[src/rtl/lpmd_pkg.sv]
// Package for the length-prefixed message deframer.
// Holds the parse phase, result kind and result word types used by the parser and the top level.
// No dependencies.
package lpmd_pkg;

    typedef enum logic [5:0] {
        PH_FLAG = 6'b000001,
        PH_LEN0 = 6'b000010,
        PH_LEN1 = 6'b000100,
        PH_LEN2 = 6'b001000,
        PH_LEN3 = 6'b010000,
        PH_DATA = 6'b100000
    } phase_t;

    typedef enum logic [1:0] {
        KIND_PAYLOAD = 2'd0,
        KIND_EMPTY   = 2'd1,
        KIND_ERROR   = 2'd2
    } kind_t;

    localparam int LEN_W = 32;

    typedef struct packed {
        logic       valid;
        kind_t      kind;
        logic [7:0] data;
        logic       last;
    } res_t;

endpackage

[src/rtl/lpmd_in_stage.sv]
// Input register of the deframer.
// Holds one accepted byte until the parse stage consumes it; depends on nothing.
module lpmd_in_stage
(
    input  logic       clk,
    input  logic       rst_n,
    input  logic       byte_valid,
    output logic       byte_ready,
    input  logic [7:0] in_byte,
    input  logic       advance,
    output logic       held_valid,
    output logic [7:0] held_byte
);

    logic       valid_reg;
    logic       valid_next;
    logic [7:0] byte_reg;

    assign byte_ready = !valid_reg || advance;
    assign valid_next = byte_ready ? byte_valid : valid_reg;

    always_ff @(posedge clk or negedge rst_n)
    begin
        if (!rst_n)
        begin
            valid_reg <= 1'b0;
        end
        else
        begin
            valid_reg <= valid_next;
        end
    end

    always_ff @(posedge clk)
    begin
        if (byte_ready && byte_valid)
        begin
            byte_reg <= in_byte;
        end
    end

    assign held_valid = valid_reg;
    assign held_byte  = byte_reg;

endmodule

[src/rtl/lpmd_parse.sv]
// Frame parser of the deframer: phase and length counter, one byte per step.
// Depends on lpmd_pkg.
module lpmd_parse
    import lpmd_pkg::*;
(
    input  logic       clk,
    input  logic       rst_n,
    input  logic       advance,
    input  logic [7:0] cur_byte,
    output res_t       res
);

    phase_t             phase_reg;
    phase_t             phase_next;
    logic [LEN_W-1:0]   rem_reg;
    logic [LEN_W-1:0]   rem_next;
    logic [LEN_W-1:0]   rem_dec;
    logic [LEN_W-1:0]   len_full;

    assign rem_dec  = rem_reg - LEN_W'(1);
    assign len_full = {rem_reg[LEN_W-1:8], cur_byte};

    always_comb
    begin
        phase_next = phase_reg;
        rem_next   = rem_reg;
        res        = '{valid: 1'b0, kind: KIND_PAYLOAD, data: 8'd0, last: 1'b0};
        unique case (phase_reg)
            PH_LEN0:
            begin
                rem_next   = {cur_byte, 24'd0};
                phase_next = PH_LEN1;
            end
            PH_LEN1:
            begin
                rem_next   = {rem_reg[31:24], cur_byte, 16'd0};
                phase_next = PH_LEN2;
            end
            PH_LEN2:
            begin
                rem_next   = {rem_reg[31:16], cur_byte, 8'd0};
                phase_next = PH_LEN3;
            end
            PH_LEN3:
            begin
                rem_next = len_full;
                if (len_full == '0)
                begin
                    phase_next = PH_FLAG;
                    res = '{valid: 1'b1, kind: KIND_EMPTY, data: 8'd0, last: 1'b1};
                end
                else
                begin
                    phase_next = PH_DATA;
                end
            end
            PH_DATA:
            begin
                rem_next = rem_dec;
                if (rem_dec == '0)
                begin
                    phase_next = PH_FLAG;
                end
                res = '{valid: 1'b1, kind: KIND_PAYLOAD, data: cur_byte,
                        last: (rem_dec == '0)};
            end
            default:
            begin
                if (cur_byte != 8'd0)
                begin
                    phase_next = PH_FLAG;
                    res = '{valid: 1'b1, kind: KIND_ERROR, data: cur_byte, last: 1'b0};
                end
                else
                begin
                    phase_next = PH_LEN0;
                end
            end
        endcase
    end

    always_ff @(posedge clk or negedge rst_n)
    begin
        if (!rst_n)
        begin
            phase_reg <= PH_FLAG;
            rem_reg   <= '0;
        end
        else if (advance)
        begin
            phase_reg <= phase_next;
            rem_reg   <= rem_next;
        end
    end

endmodule

[src/rtl/length_prefixed_message_deframer_unit.sv]
// Length-prefixed message deframer, top level. Takes one byte per cycle while the
// output is free and recovers frames of a zero flag byte, a 32-bit big-endian
// length and that many payload bytes. Each byte is registered in the input
// stage, parsed combinationally and its result, if any, lands in an output
// register; a new byte is taken every cycle while results are drained.
// Payload bytes come out with kind 0 and last_of_message on the final byte, a zero
// length gives one kind 1 result with last set, and a nonzero flag byte gives a
// kind 2 result carrying that byte, after which the next byte is a fresh flag.
// Depends on lpmd_pkg, lpmd_in_stage and lpmd_parse.
module length_prefixed_message_deframer_unit
    import lpmd_pkg::*;
(
    input  logic       clk,
    input  logic       rst_n,
    input  logic       byte_valid,
    output logic       byte_ready,
    input  logic [7:0] in_byte,
    output logic       result_valid,
    input  logic       result_ready,
    output logic [1:0] out_kind,
    output logic [7:0] out_byte,
    output logic       last_of_message
);

    logic       held_valid;
    logic [7:0] held_byte;
    logic       out_free;
    logic       advance;
    res_t       res;
    logic       out_valid_reg;
    logic       out_valid_next;
    kind_t      kind_reg;
    logic [7:0] data_reg;
    logic       last_reg;

    assign out_free = !out_valid_reg || result_ready;
    assign advance  = held_valid && out_free;

    lpmd_in_stage u_in_stage
    (
        .clk        (clk),
        .rst_n      (rst_n),
        .byte_valid (byte_valid),
        .byte_ready (byte_ready),
        .in_byte    (in_byte),
        .advance    (advance),
        .held_valid (held_valid),
        .held_byte  (held_byte)
    );

    lpmd_parse u_parse
    (
        .clk      (clk),
        .rst_n    (rst_n),
        .advance  (advance),
        .cur_byte (held_byte),
        .res      (res)
    );

    always_comb
    begin
        if (advance)
        begin
            out_valid_next = res.valid;
        end
        else if (result_ready)
        begin
            out_valid_next = 1'b0;
        end
        else
        begin
            out_valid_next = out_valid_reg;
        end
    end

    always_ff @(posedge clk or negedge rst_n)
    begin
        if (!rst_n)
        begin
            out_valid_reg <= 1'b0;
        end
        else
        begin
            out_valid_reg <= out_valid_next;
        end
    end

    always_ff @(posedge clk)
    begin
        if (advance && res.valid)
        begin
            kind_reg <= res.kind;
            data_reg <= res.data;
            last_reg <= res.last;
        end
    end

    assign result_valid    = out_valid_reg;
    assign out_kind        = 2'(kind_reg);
    assign out_byte        = data_reg;
    assign last_of_message = last_reg;

endmodule
[config.mk]
export PLATFORM = sky130hd
export DESIGN_NAME = length_prefixed_message_deframer_unit
export DESIGN_NICKNAME = d
export VERILOG_FILES = /design/src/rtl/lpmd_pkg.sv /design/src/rtl/lpmd_in_stage.sv /design/src/rtl/lpmd_parse.sv /design/src/rtl/length_prefixed_message_deframer_unit.sv
export SDC_FILE = /design/constraint.sdc
export NUM_CORES = 1
export LEC_CHECK = 0
export BUFFER_PORTS_ARGS = -buffer_cell sky130_fd_sc_hd__buf_2
export CAP_MARGIN = 20
export CORE_MARGIN = 3
export CORE_UTILIZATION = 61
export CTS_BUF_LIST = sky130_fd_sc_hd__clkbuf_8
export CTS_CLUSTER_SIZE = 20
export DETAILED_ROUTE_END_ITERATION = 8
export PLACE_DENSITY_LB_ADDON = 0.3
export SKIP_CTS_REPAIR_TIMING = 1
export SLEW_MARGIN = 20
export SYNTH_ARGS = -nofsm -noshare
export SYNTH_HDL_FRONTEND = slang
export SYNTH_HIERARCHICAL = 1
export SYNTH_SLANG_ARGS = --single-unit
[constraint.sdc]
create_clock -name clk -period 3.73 [get_ports clk]
set_input_delay 0.373 -clock clk [delete_from_list [all_inputs] [get_ports clk]]
set_output_delay 0.373 -clock clk [all_outputs]
set_load 0.05 [all_outputs]
==> results of run 1 <==
==> logic make-up after synthesis <==
kind of cell             after synthesis
multiplexers                           5
AO/OA/AOI/OAI                        132
buffers and inverters                 33
XOR/XNOR                               6
AND/OR/NAND/NOR                      166
adder cells (fa/ha/maj)                2
flip-flops                            59
==> layout by cell type, fill, tap and decap left out, drive strengths merged, types with 10 or more instances in the layout <==
cell    Yosys  routed
nor2       39      39
dfrtp      39      39
nor3       21      21
a32oi      12      12
nand2      24      24
and2       12      12
a21oi      29      29
nand3      10      10
edfxtp     19      19
o21ai      53      53
inv        12      15
buf         6      31
nor4       13      13
==> worst paths after layout <==
| kind | to | from | depth (start not counted) | slack, ns |
|---|---|---|---|---|
| max | last_of_message | u_parse/rem_reg[0] | 9 | 0.78 |
| min | u_parse/rem_reg[30] | rst_n | 1 | 0.19 |
| max reg2reg | last_of_message | u_parse/rem_reg[0] | 9 | 0.78 |
| min reg2reg | result_valid | result_valid | 2 | 0.53 |
| max in group asynchronous | u_parse/rem_reg[19] | rst_n | 1 | 2.93 |
| min in group clk | u_in_stage/held_byte[2] | in_byte[2] | 1 | 0.20 |
==> per-stage QoR <==
| stage | std cells | util [%] |
|---|---|---|
| final | 502 | 69.95 |
| after global routing | 501 | 69.90 |
| after CTS | 501 | 69.90 |
| after detailed placement | 485 | 67.11 |
| after global placement | 485 | 67.11 |
| after floorplan | 403 | - |
==> power by group <==
part	total, mW	switching, mW	leakage [nW]	internal (mW)
sequential	0.823	0.0937	0.693	0.729
combinational	0.393	0.267	0.746	0.126
clock	0.479	0.250	0.0902	0.228
==> critical path, cell delays in order, from the launching register on <==
cell and delay, ns:
sky130_fd_sc_hd__dfrtp_1 0.41, sky130_fd_sc_hd__inv_1 0.11, sky130_fd_sc_hd__ha_1 0.24, sky130_fd_sc_hd__or2b_2 0.35
sky130_fd_sc_hd__nor2_1 0.44, sky130_fd_sc_hd__nand3_1 0.21, sky130_fd_sc_hd__nor4b_1 0.34, sky130_fd_sc_hd__a211o_2 0.17
sky130_fd_sc_hd__or4b_1 0.42, sky130_fd_sc_hd__o21ai_1 0.12
==> final cells by class <==
cell class / instances / area, um2
antenna: 1 / 2.502
clock buffer: 9 / 123.9
clock inverter: 7 / 32.53
fill: 448 / 1685
inverter: 12 / 45.04
multi-input combinational: 311 / 1883
sequential: 59 / 1573
tap: 72 / 90.09
timing repair buffer: 31 / 172.7
==> per-layer routing <==
layer / share of wire [%] / up-vias / global-route usage (%)
met4: 3.5 / 0 / 15.60
met3: 10 / 40 / 5.853
met1: 41 / 1635 / 44.04
met2: 45 / 264 / 46.21
li1: - / 1575 / -
met5: 0 / - / 2.273
==> qor.log, run 1 <==
[final_layout] Final Instance Area 0.003923 mm2
[worst_setup_path] required time at the endpoint of the critical path 3.94 ns
[die] Core Box Area 0.005608 mm2
[drt] Vias 3,514
[global_route] GRT Overall Usage 31.33%
[die] width of the chip 82.87 um
[final_layout] flip-flop count of the largest register after layout 32
[worst_setup_path] startpoint class of the critical path register
[timing] remaining max-slew budget at the tightest pin 34.57%
[worst_setup_path] top fanout value on the critical path 8
[global_route] grt ovf 0
[timing] top achievable clock speed 338.7 MHz
[yosys] Synth area leader sky130_fd_sc_hd__dfrtp_1
[yosys] number of distinct standard cells referenced by the synthesized netlist 69
[clocking] CTS root buf sky130_fd_sc_hd__clkbuf_8
[worst_setup_path] type of the setup path with the least slack register to register
[die] y dimension of the die 82.87 um
[timing] number of setup violations in the final report 0
[min_path] type of the most critical hold path primary input to async pin
[timing] Max Transition Viols Final 0
[placement] count of port buffers added during placement 24
[die] starting utilization of the core area 64.28%
[yosys] xor/xnor share of the synthesized area 1.458%
[yosys] post-synthesis share of cell area spent on full adders, half adders and majority gates 0.6942%
[drt] Detail Route Antenna Nets 0
[global_route] vias in the first global route 3,259
[timing] worst clock skew 0.009792 ns
[yosys] Synth Area per Inst 8.945 um2
[yosys] number of flip-flops and latches in the synthesized netlist 59
[placement] Post-Place Setup Slack 0.8412 ns
[power_and_ir_drop] Total Power 1.695 mW
[timing] final hold viol count 0
[timing] hold slack 0.1850 ns
[yosys] portion of netlist area occupied by mux cells 1.527%
[yosys] post-synth top area share 27.07%
[drt] Avg WL per Cell 21.21 um
[yosys] largest family of logic cells by synthesized area simple AND/OR/NAND/NOR gates
[global_route] global-route wire length before repair 17,170 um
[clocking] register clock-pin slew on the reported worst setup and hold paths 0.07 ns
[global_route] largest net degree at the start of global routing 41
[die] ports placed on the boundary 25
[power_and_ir_drop] Max rail drop VDD 0.3340 mV
[final_layout] layout net count 438
[yosys] share of synthesized area occupied by flip-flops and latches 43.63%
[global_route] initial antenna violation count 0
[timing] shortest period the worst path allows 2.953 ns
[yosys] Post-synth EDFFs 19
[placement] post-DP HPWL 7284 um
[drt] Initial DRC Count 489
[die] floorplan die area 0.006867 mm2
[timing] Least-Margin Pin Slew 0.9814 ns
[yosys] commonest cells in the netlist sky130_fd_sc_hd__o21ai_0 (52), sky130_fd_sc_hd__dfrtp_1 (39), sky130_fd_sc_hd__nor2_1 (39), sky130_fd_sc_hd__a21oi_1 (29), sky130_fd_sc_hd__nand2_1 (24)
[power_and_ir_drop] leak pwr 1.529 nW
[power_and_ir_drop] Pwr Density 432.1 mW/mm2
[timing] period utilisation layout 79.16%
[worst_setup_path] capturing element type of the critical path register
[yosys] library cell with the highest instance count after synthesis sky130_fd_sc_hd__o21ai_0
[final_layout] fraction of final layout cells sized beyond drive strength 1 15.85%
[yosys] top_reg_cell synth sky130_fd_sc_hd__dfrtp_1
[placement] gp weighted congestion 0.9944
[drt] DRT Wirelength 10,650 um
[yosys] simple-gate share of the synthesized area 26.45%
[clocking] clock tree sinks 59
[yosys] main area contributors after synthesis sky130_fd_sc_hd__dfrtp_1 (27%), sky130_fd_sc_hd__edfxtp_1 (16%), sky130_fd_sc_hd__o21ai_0 (7.2%)
[run_status] run status finished, final reports clean
[drt] drt via density 7.000
[timing] Worst Setup Slack, final 0.7772 ns
[clocking] TritonCTS clock tree built
[clocking] clock network latency to the later pin of the worst-skew pair 0.35 ns
[run] max-cap check violation count 0
[yosys] ys async rst share 67.80%
[clocking] number of buffers between clock root and the deepest sink 2
[yosys] area of the mapped netlist 0.003605 mm2
[yosys] compound-cell area share of the yosys netlist 22.11%
[die] standard-cell row count 27
[yosys] count of yosys warnings during synthesis 6
[drt] number of detailed-route iterations in the first pass 6
[yosys] net count of the mapped netlist 417
[drt] DRC violation count after routing 0
[yosys] Gate Count Post-Synth 403
[clocking] H-Tree Level Count 3
[timing] setup TNS 0 ns
[worst_setup_path] signal arrival time at the worst endpoint 3.16 ns
[clocking] CTS Buf Count 9
[timing] setup repair after global routing missed its margin no
[placement] Area after DPL 0.003764 mm2
[final_layout] area overhead of the layout relative to synthesis 8.816%
Power figures use the tool's default switching activity.
==> run 2, diff against run 1 <==
Settings changed: CORE_UTILIZATION 61 to 57.
Clock period 3.73 ns to 2.65 ns, I/O delays scaled along.
==> run 2 against run 1 <==
The flow now finishes with violations (setup timing). Sequential cell count stayed put. Routed wire length grew 6.5%. Count of clock-buffer cells in the layout unchanged. Hold slack lost 0.13 ns. Clock power rose by 63%. Critical path depth is the same. Sequential share of layout area down 4.8 points. Critical path type unchanged.
==> qor.log, run 2 (synthesized netlist as in run 1, its figures left out) <==
[placement] count of port buffers added during placement 24 [unchanged]
[final_layout] non-filler cells, final 561 [+12%]
[global_route] global-route wire length before repair 18,430 um [+7.3%]
[clocking] CTS root buf sky130_fd_sc_hd__clkbuf_8
[worst_setup_path] slowest stage cell on the critical path sky130_fd_sc_hd__or4_1
[timing] setup TNS -0.09612 ns [-0.09612 ns]
[timing] remaining max-slew budget at the tightest pin 23.20% [-11 points]
[power_and_ir_drop] Max rail drop VDD 0.5225 mV [+56%]
[die] ports placed on the boundary 25 [unchanged]
[final_layout] flip-flop count of the largest register after layout 32 [unchanged]
[timing] setup repair after global routing missed its margin yes
[die] floorplan die area 0.007315 mm2 [+6.5%]
[worst_setup_path] capturing element type of the critical path register
[die] standard-cell row count 28 [+3.7%]
[timing] Worst Setup Slack, final -0.09612 ns [-0.8733 ns]
[global_route] vias in the first global route 3,604 [+11%]
[placement] post-DP HPWL 8169 um [+12%]
[worst_setup_path] top fanout value on the critical path 7 [-1]
[clocking] clock tree sinks 59 [unchanged]
[global_route] grt ovf 0 [unchanged]
[power_and_ir_drop] Total Power 2.732 mW [+61%]
[die] width of the chip 85.53 um [+3.2%]
[power_and_ir_drop] leak pwr 1.834 nW [+20%]
[clocking] register clock-pin slew on the reported worst setup and hold paths 0.07 ns [about the same]
[timing] top achievable clock speed 364.2 MHz [+7.5%]
[power_and_ir_drop] clock share of power 28.7% [+0.5 points]
[worst_setup_path] startpoint of the most critical register-to-register path u_parse/rem_reg[1]
[timing] worst clock skew 0.01061 ns [+0.0008142 ns]
[die] Core Box Area 0.006026 mm2 [+7.5%]
[global_route] largest net degree at the start of global routing 41 [unchanged]
[global_route] GRT Overall Usage 32.67% [+1.3 points]
[placement] number of cells after detailed placement 543 [+12%]
[timing] number of setup violations in the final report 1 [+1]
[power_and_ir_drop] Flop pwr share 41.0% [-7.5 points]
[worst_setup_path] signal arrival time at the worst endpoint 2.94 ns [-0.22 ns]
[clocking] clock network latency to the later pin of the worst-skew pair 0.34 ns [about the same]
[worst_setup_path] required time at the endpoint of the critical path 2.84 ns [-1.10 ns]
[power_and_ir_drop] Pwr Density 612.4 mW/mm2 [+42%]
[global_route] initial antenna violation count 0 [unchanged]
[die] y dimension of the die 85.53 um [+3.2%]
[power_and_ir_drop] internal cell power 1.802 mW [+66%]
[worst_setup_path] source of the critical timing path u_parse/rem_reg[1]
[worst_setup_path] type of the setup path with the least slack register to register
[timing] final hold viol count 0 [unchanged]
[run] max-cap check violation count 0 [unchanged]
[power_and_ir_drop] logic gate share of total power 30.3% [+7.1 points]
[placement] gp weighted congestion 1.016 [+2.2%]
[drt] Avg WL per Cell 20.20 um [-4.7%]
[drt] DRT Wirelength 11,340 um [+6.5%]
[drt] Initial DRC Count 447 [-8.6%]
[drt] drt via density 6.626 [-5.3%]
[clocking] CTS Buf Count 9 [unchanged]
[drt] Vias 3,717 [+5.8%]
[final_layout] layout net count 495 [+13%]
[clocking] H-Tree Level Count 3 [unchanged]
[power_and_ir_drop] switching pwr 0.9297 mW [+52%]
[drt] Detail Route Antenna Nets 0 [unchanged]
[timing] period utilisation layout 103.6% [+24 points]
[timing] Least-Margin Pin Slew 1.134 ns [+0.1527 ns]
[final_layout] most common library cell in the layout ignoring fill and taps sky130_fd_sc_hd__buf_4
[final_layout] leading cell types in the layout, fill and taps excluded sky130_fd_sc_hd__buf_4 (63), sky130_fd_sc_hd__o21ai_0 (52), sky130_fd_sc_hd__dfrtp_1 (39)
[final_layout] fraction of final layout cells sized beyond drive strength 1 29.01% [+13 points]
[die] starting utilization of the core area 59.82% [-4.5 points]
[clocking] number of buffers between clock root and the deepest sink 2 [unchanged]
[worst_setup_path] largest incremental delay on the critical path 0.52 ns [+0.08 ns]
[timing] shortest period the worst path allows 2.746 ns [-0.2067 ns]
[power_and_ir_drop] sw frac 34.03% [-2.0 points]
[final_layout] antenna fix cells 0 [-1]
[drt] number of detailed-route iterations in the first pass 5 [-1]
[timing] Max Transition Viols Final 0 [unchanged]
[drt] DRC violation count after routing 0 [unchanged]
[final_layout] area overhead of the layout relative to synthesis 23.74%
[worst_setup_path] startpoint class of the critical path register
[run_status] run status finished with violations
[worst_setup_path] crit path cell chain inv_2, ha_4, and2b_2, o21ai_0, o31ai_1, o31a_1, or4_1, or4b_1, o21ai_1
[min_path] type of the most critical hold path primary input to async pin
[clocking] TritonCTS clock tree built
[run_status] violated checks setup timing
run 2: changes by cell type in the layout (fill, tap and decap cells not counted), sizes merged:
| cell | previous run | this run |
|---|---|---|
| bufinv | 0 | 1 |
| clkinv | 3 | 2 |
| clkinvlp | 1 | 2 |
| diode | 1 | 0 |
| buf | 31 | 88 |
| inv | 15 | 14 |
run 2: power groups by stage:
stage,Combinational (mW),Sequential [mW],Clock (mW)
6_report,0.829,1.12,0.783
5_1_grt,0.895,1.13,0.833
4_1_cts,0.771,1.11,0.792
3_5_place_dp,0.765,1.13,0
3_3_place_gp,0.760,1.12,0
2_1_floorplan,0.359,1.19,0
run 2: routing by layer:
metal,vias to the layer above,GRT usage [%],wire length [um]
li1,1686,-,-
met1,1762,44.24,4611
met2,233,49.29,5109
met3,36,6.532,1170
met4,0,17.99,444
met5,-,0,0
run 2: per-stage QoR:
step           worst slack (ns)  hold slack, ns  instance area (um2)  util, %
2_1_floorplan          0.007177        -0.03059                 3607        -
3_3_place_gp           -0.05868          0.4411                 4195    69.62
3_5_place_dp           -0.08320          0.4437                 4202    69.73
4_1_cts                 -0.1164         0.08513                 4388    72.82
5_1_grt                 -0.1926         0.08401                 4461    74.02
6_report               -0.09612         0.05779                 4461    74.02
run 2: critical path: cells and delay by family, from the launching register on:
family	cells	cell delay [ns]
buffers and inverters	1	0.07
DFF	1	0.37
AOI/OAI and AO/OA	4	0.72
adders and majority gates	1	0.17
and+or+nand+nor	3	1.28
run 2: path summary, 6_finish.rpt:
check | to | slack [ns] | depth (start not counted)
max in group asynchronous | u_parse/rem_reg[16] | 2.00 | 1
worst min register to register | result_valid | 0.54 | 2
worst max-delay path | last_of_message | -0.1 | 9
worst min-delay path | result_valid | 0.06 | 1
min in group clk | u_in_stage/held_byte[6] | 0.10 | 1
worst max register to register | last_of_message | -0.1 | 9
run 2: cell type report:
| cell class | instances | area, um2 |
|---|---|---|
| Sequential cell | 59 | 1573 |
| Timing Repair Buffer | 88 | 613.1 |
| Clock inverter | 7 | 62.56 |
| Clock buffer | 9 | 123.9 |
| Inverter | 12 | 45.04 |
| Multi-Input combinational cell | 311 | 1949 |
| Tap cell | 75 | 93.84 |
| Fill cell | 463 | 1565 |
